**src/sv/dpm_div.sv**
```systemverilog
// Pipelined restoring divider, one quotient bit per stage, with sideband.
// Uses no package; instantiated by dew_point_magnus.

module dpm_div #(
    parameter int NW = 46,
    parameter int DW = 26,
    parameter int QW = 36,
    parameter int SW = 8
) (
    input  logic          i_clk,
    input  logic          i_rst_n,
    input  logic          i_en,
    input  logic          i_valid,
    input  logic [NW-1:0] i_num,
    input  logic [DW-1:0] i_den,
    input  logic [SW-1:0] i_side,
    output logic          o_valid,
    output logic [QW-1:0] o_quot,
    output logic [SW-1:0] o_side
);

    // Requires i_num < i_den * 2^QW for a meaningful quotient.
    logic [QW:0]   r_v;
    logic [DW-1:0] r_rem [QW];
    logic [DW-1:0] r_d   [QW];
    logic [QW-1:0] r_lq  [QW+1];
    logic [SW-1:0] r_sd  [QW+1];

    logic [DW:0]   w_tr [QW];
    logic [DW:0]   w_df [QW];
    logic          w_ge [QW];
    logic [DW-1:0] w_nr [QW];

    always_comb begin
        for (int k = 0; k < QW; k++) begin
            w_tr[k] = {r_rem[k], r_lq[k][QW-1]};
            w_df[k] = w_tr[k] - {1'b0, r_d[k]};
            w_ge[k] = (w_tr[k] >= {1'b0, r_d[k]});
            w_nr[k] = w_ge[k] ? w_df[k][DW-1:0] : w_tr[k][DW-1:0];
        end
    end

    always_ff @(posedge i_clk) begin
        if (!i_rst_n) begin
            r_v <= '0;
        end else if (i_en) begin
            r_v <= {r_v[QW-1:0], i_valid};
        end
    end

    always_ff @(posedge i_clk) begin
        if (i_en) begin
            r_rem[0] <= DW'(i_num >> QW);
            r_d[0]   <= i_den;
            r_lq[0]  <= i_num[QW-1:0];
            r_sd[0]  <= i_side;
            for (int k = 0; k < QW; k++) begin
                r_lq[k+1] <= {r_lq[k][QW-2:0], w_ge[k]};
                r_sd[k+1] <= r_sd[k];
            end
            for (int k = 1; k < QW; k++) begin
                r_rem[k] <= w_nr[k-1];
                r_d[k]   <= r_d[k-1];
            end
        end
    end

    assign o_valid = r_v[QW];
    assign o_quot  = r_lq[QW];
    assign o_side  = r_sd[QW];

endmodule

```
**config.mk**
```make
export PLATFORM = sky130hd
export DESIGN_NAME = dpm_div
export DESIGN_NICKNAME = d
export VERILOG_FILES = /design/src/sv/dpm_div.sv
export SDC_FILE = /design/constraint.sdc
export NUM_CORES = 2
export LEC_CHECK = 0
export BUFFER_PORTS_ARGS = -buffer_cell sky130_fd_sc_hd__buf_2
export CAP_MARGIN = 40
export CORE_AREA = 10 10 605 488
export DETAILED_ROUTE_END_ITERATION = 6
export DIE_AREA = 0 0 615 498
export PLACE_DENSITY = 0.77
export SYNTH_ARGS = -nofsm -noshare
export SYNTH_HDL_FRONTEND = slang
export SYNTH_SLANG_ARGS = --single-unit
```
**constraint.sdc**
```tcl
create_clock -name i_clk -period 3.7 [get_ports i_clk]
set_clock_uncertainty 0.2 [all_clocks]
set_input_delay 0.555 -clock i_clk [delete_from_list [all_inputs] [get_ports i_clk]]
set_output_delay 0.555 -clock i_clk [all_outputs]
set_load 0.05 [all_outputs]
```
==> impl_metrics.env <==
export IMPL_status="finished with violations"
export IMPL_violations="negative setup slack"
export IMPL_mappedNetlistArea_sq_mm=0.1635
export IMPL_ys_types=86
export IMPL_grt_max_degree=149
export IMPL_grt_use_total=0.2272
export IMPL_hold_path_class="primary input to register"
export IMPL_slew_viol_final=0
export IMPL_grt_pass1_wl_um=562500
export IMPL_drt_wl_total_um=370500
export IMPL_setup_viol=123
export IMPL_synthFlopType="edfxtp_1"
export IMPL_synth_top_area_share=0.6399
export IMPL_vias=101200
export IMPL_core_area_sq_mm=0.2831
export IMPL_timing_fmax_mhz=257.7
export IMPL_layout_nets=14400
export IMPL_overflow=0
export IMPL_synth_area_per_cell_sq_um=13.53
export IMPL_clk_latency_ps=900
export IMPL_antenna_found_initial=8
export IMPL_grt_setup_unrepaired="true"
export IMPL_detail_route_wl_per_cell_um=21.25
export IMPL_whs_ps=135.7
export IMPL_p_seq_frac=0.363
export IMPL_postRouteAntennaNets=0
export IMPL_met2_usage=0.3663
export IMPL_hold_viol_final=0
export IMPL_power_leakage_nw=76.47
export IMPL_finalCritPeriodShare=1.049
export IMPL_peakVddDrop_mv=0.5716
export IMPL_yosysTopAreaCell="edfxtp_1"
export IMPL_end_kind="register"
export IMPL_cts_tree="built"
export IMPL_cp_max_fo=6
export IMPL_die_h_um=498
export IMPL_grt_pass1_vias=99160
export IMPL_cp_start_kind="register"
export IMPL_setup_ws_ps=-180.7
export IMPL_cts_root_buf="clkbuf_16"
export IMPL_use_met1=0.3288
export IMPL_worstPathRequired_ps=4120
export IMPL_drv_cap=0
export IMPL_yosys_warnings=0
export IMPL_remaining_drc_errors=0
export IMPL_syn_nets=13120
export IMPL_power_switching_mw=55.99
export IMPL_syn2layout_area_growth_pct=17.44
export IMPL_vias_per_cell=5.802
export IMPL_power_share_combinational=0.423
export IMPL_dr_pass1_iters=6
export IMPL_place_congestion=0.9310
export IMPL_synth_edf_count=3484
export IMPL_path_clk_slew_ps=60
export IMPL_setup_worst_path_class="register to register"
export IMPL_swShare=0.3414
export IMPL_slew_headroom=0.4053
export IMPL_worstPathArrival_ps=4310
export IMPL_drive_above_1_share=0.1890
export IMPL_cts_inserted_buffers=346
export IMPL_io_buffers=128
export IMPL_tightest_slew_ps=892.1
export IMPL_timing_final_crit_period_ps=3881
export IMPL_seq_area_frac_synth=0.6445
export IMPL_synth_seq_cells=3521
export IMPL_final_util=0.6781
export IMPL_die_x_um=615
export IMPL_drt_iter0_markers=8908
export IMPL_htree_levels=5
export IMPL_p_int_mw=108.0
export IMPL_cts_buffer_depth=4
export IMPL_grt_use_met3=0.03264
export IMPL_initial_utilization=0.5775
export IMPL_place_hpwl_um=249500
export IMPL_rows=175
export IMPL_clock_sinks=3521
export IMPL_grt_busiest_layer="met2"
export IMPL_yosys_top_cells_area="edfxtp_1 64%, ha_1 7.0%, mux2_2 3.3%, inv_1 2.6%, a21oi_1 2.6%"
export IMPL_boundaryPins=129
export IMPL_power_density_mw_per_mm2=854.2
export IMPL_clockPowerShare=0.214
export IMPL_syn_inst=12080
export IMPL_synth_async_reset_ratio=0
export IMPL_die_area_sq_mm=0.3063
-- cell families (layout without fill, tap and decap cells) --
family                     after synthesis  after routing  share of synthesized area
muxes                                  562            562                    0.03823
other                                    0              2                          0
xor gates and xnor gates               730            730                    0.03911
DFF                                   3521           3521                     0.6445
adders and majority gates              956            956                    0.07477
and+or+nand+nor                       2139           2139                    0.06266
AOI/OAI and AO/OA                     2788           2788                     0.1087
buffers and inverters                 1383           2937                    0.03204
-- registers in the layout, indices dropped and copies added (netlist names) --
| signal | flops |
|---|---|
| r_lq | 1332 |
| r_d | 936 |
| r_rem | 920 |
| r_sd | 296 |
| r_v | 37 |
-- per-layer routing --
layer / routed length [um] / part of all wire
met1: 167100 / 0.45
met2: 173500 / 0.47
met3: 21120 / 0.057
met4: 8736 / 0.024
met5: 32 / 0.000086
-- what timing repair did --
action,in CTS,in global routing
setup endpoints to repair,477,740
pin swaps,97,222
cloned,17,23
resized for setup,289,432
setup buffers,107,121
endpoints found under the hold margin,117,0
hold buffers,83,0
-- critical path, cell delays in order (launching register included) --
cell and delay, ps:
edfxtp_1 410, ha_1 310, a21o_1 180, a21o_1 180
buf_4 130, buf_4 130, o22a_1 200, o211ai_1 170
o21ai_2 130, a221oi_2 320, buf_4 180, o21ai_2 50
a311o_2 460, buf_12 180, buf_16 150, mux2_2 260
-- cell type report --
class                   count  area (sq um)
clock buffers             412          9054
flip-flops and latches   3521        105400
diodes                      2         5.005
clock inverters           209          2152
inverters                1147          4308
repair buffers           1169         10390
well taps                3805          4761
fillers                 19390         91120
multi-input cells        7175         55960
-- final timing paths --
check / cells past startpoint / end / slack, ps / startpoint
worst max-delay path: 15 / r_rem[5][9]$_DFFE_PP_ / -180 / r_rem[4][85]$_DFFE_PP_
worst min-delay path: 1 / r_rem[4][73]$_DFFE_PP_ / 140 / i_en
worst min register to register: 0 / r_lq[7][43]$_DFFE_PP_ / 170 / r_lq[7][6]$_DFFE_PP_
worst max register to register: 15 / r_rem[5][9]$_DFFE_PP_ / -180 / r_rem[4][85]$_DFFE_PP_
-- cell usage after synthesis (all sizes together), types with 174 or more instances --
library cell,count
a21o,475
a21oi,854
clkbuf,187
edfxtp,3484
ha,921
inv,1147
mux2,499
nand2,554
nand3,174
nor2,592
o21ai,573
xnor2,468
xor2,262
-- power by group through the flow --
stage / logic, mW / clock network [mW] / registers, mW
floorplan: 43.2 / 0 / 57.6
global placement: 58.7 / 0 / 60.0
detailed placement: 60.2 / 0 / 60.0
CTS: 64.3 / 35.9 / 59.4
global route: 75.4 / 37.5 / 60.0
finish: 69.4 / 35.1 / 59.5
-- stage by stage --
step | setup slack, ps | total power, mW | std cells | setup TNS, ps | instance area, sq um
global route | -291.9 | 172.9 | 17440 | -33480 | 192000
global placement | -290.6 | 118.7 | 16490 | -16750 | 174400
CTS | -206.3 | 159.6 | 17310 | -8474 | 188900
finish | -180.7 | 164.0 | 17440 | -9846 | 192000
detailed placement | -394.1 | 120.2 | 16490 | -49400 | 174400
floorplan | -0.9075 | 100.8 | 12080 | -7.260 | 163600
-- cells in the final DEF (no fill, tap or decap), types with 38 or more instances in the layout --
cell type,n
ha_1,876
o21a_1,124
o21bai_1,98
nand2_1,550
buf_4,809
nand2b_1,102
xnor2_1,468
xor2_1,262
clkbuf_1,58
dlygate4sd3_1,83
nand3_1,171
clkinv_2,67
clkinv_1,66
mux2_4,99
a21o_1,474
a31oi_1,78
edfxtp_1,3484
buf_2,128
inv_1,1118
and3_1,83
a211o_1,38
a21oi_1,778
a21oi_2,59
mux2i_1,62
nor2_1,569
o21ai_0,507
nor2b_1,145
mux2_2,400
buf_12,79
nand4_1,142
clkbuf_16,370
nor3_1,127
a211oi_1,66
o211ai_1,57
No activity file was read; power rests on OpenSTA's default activity.
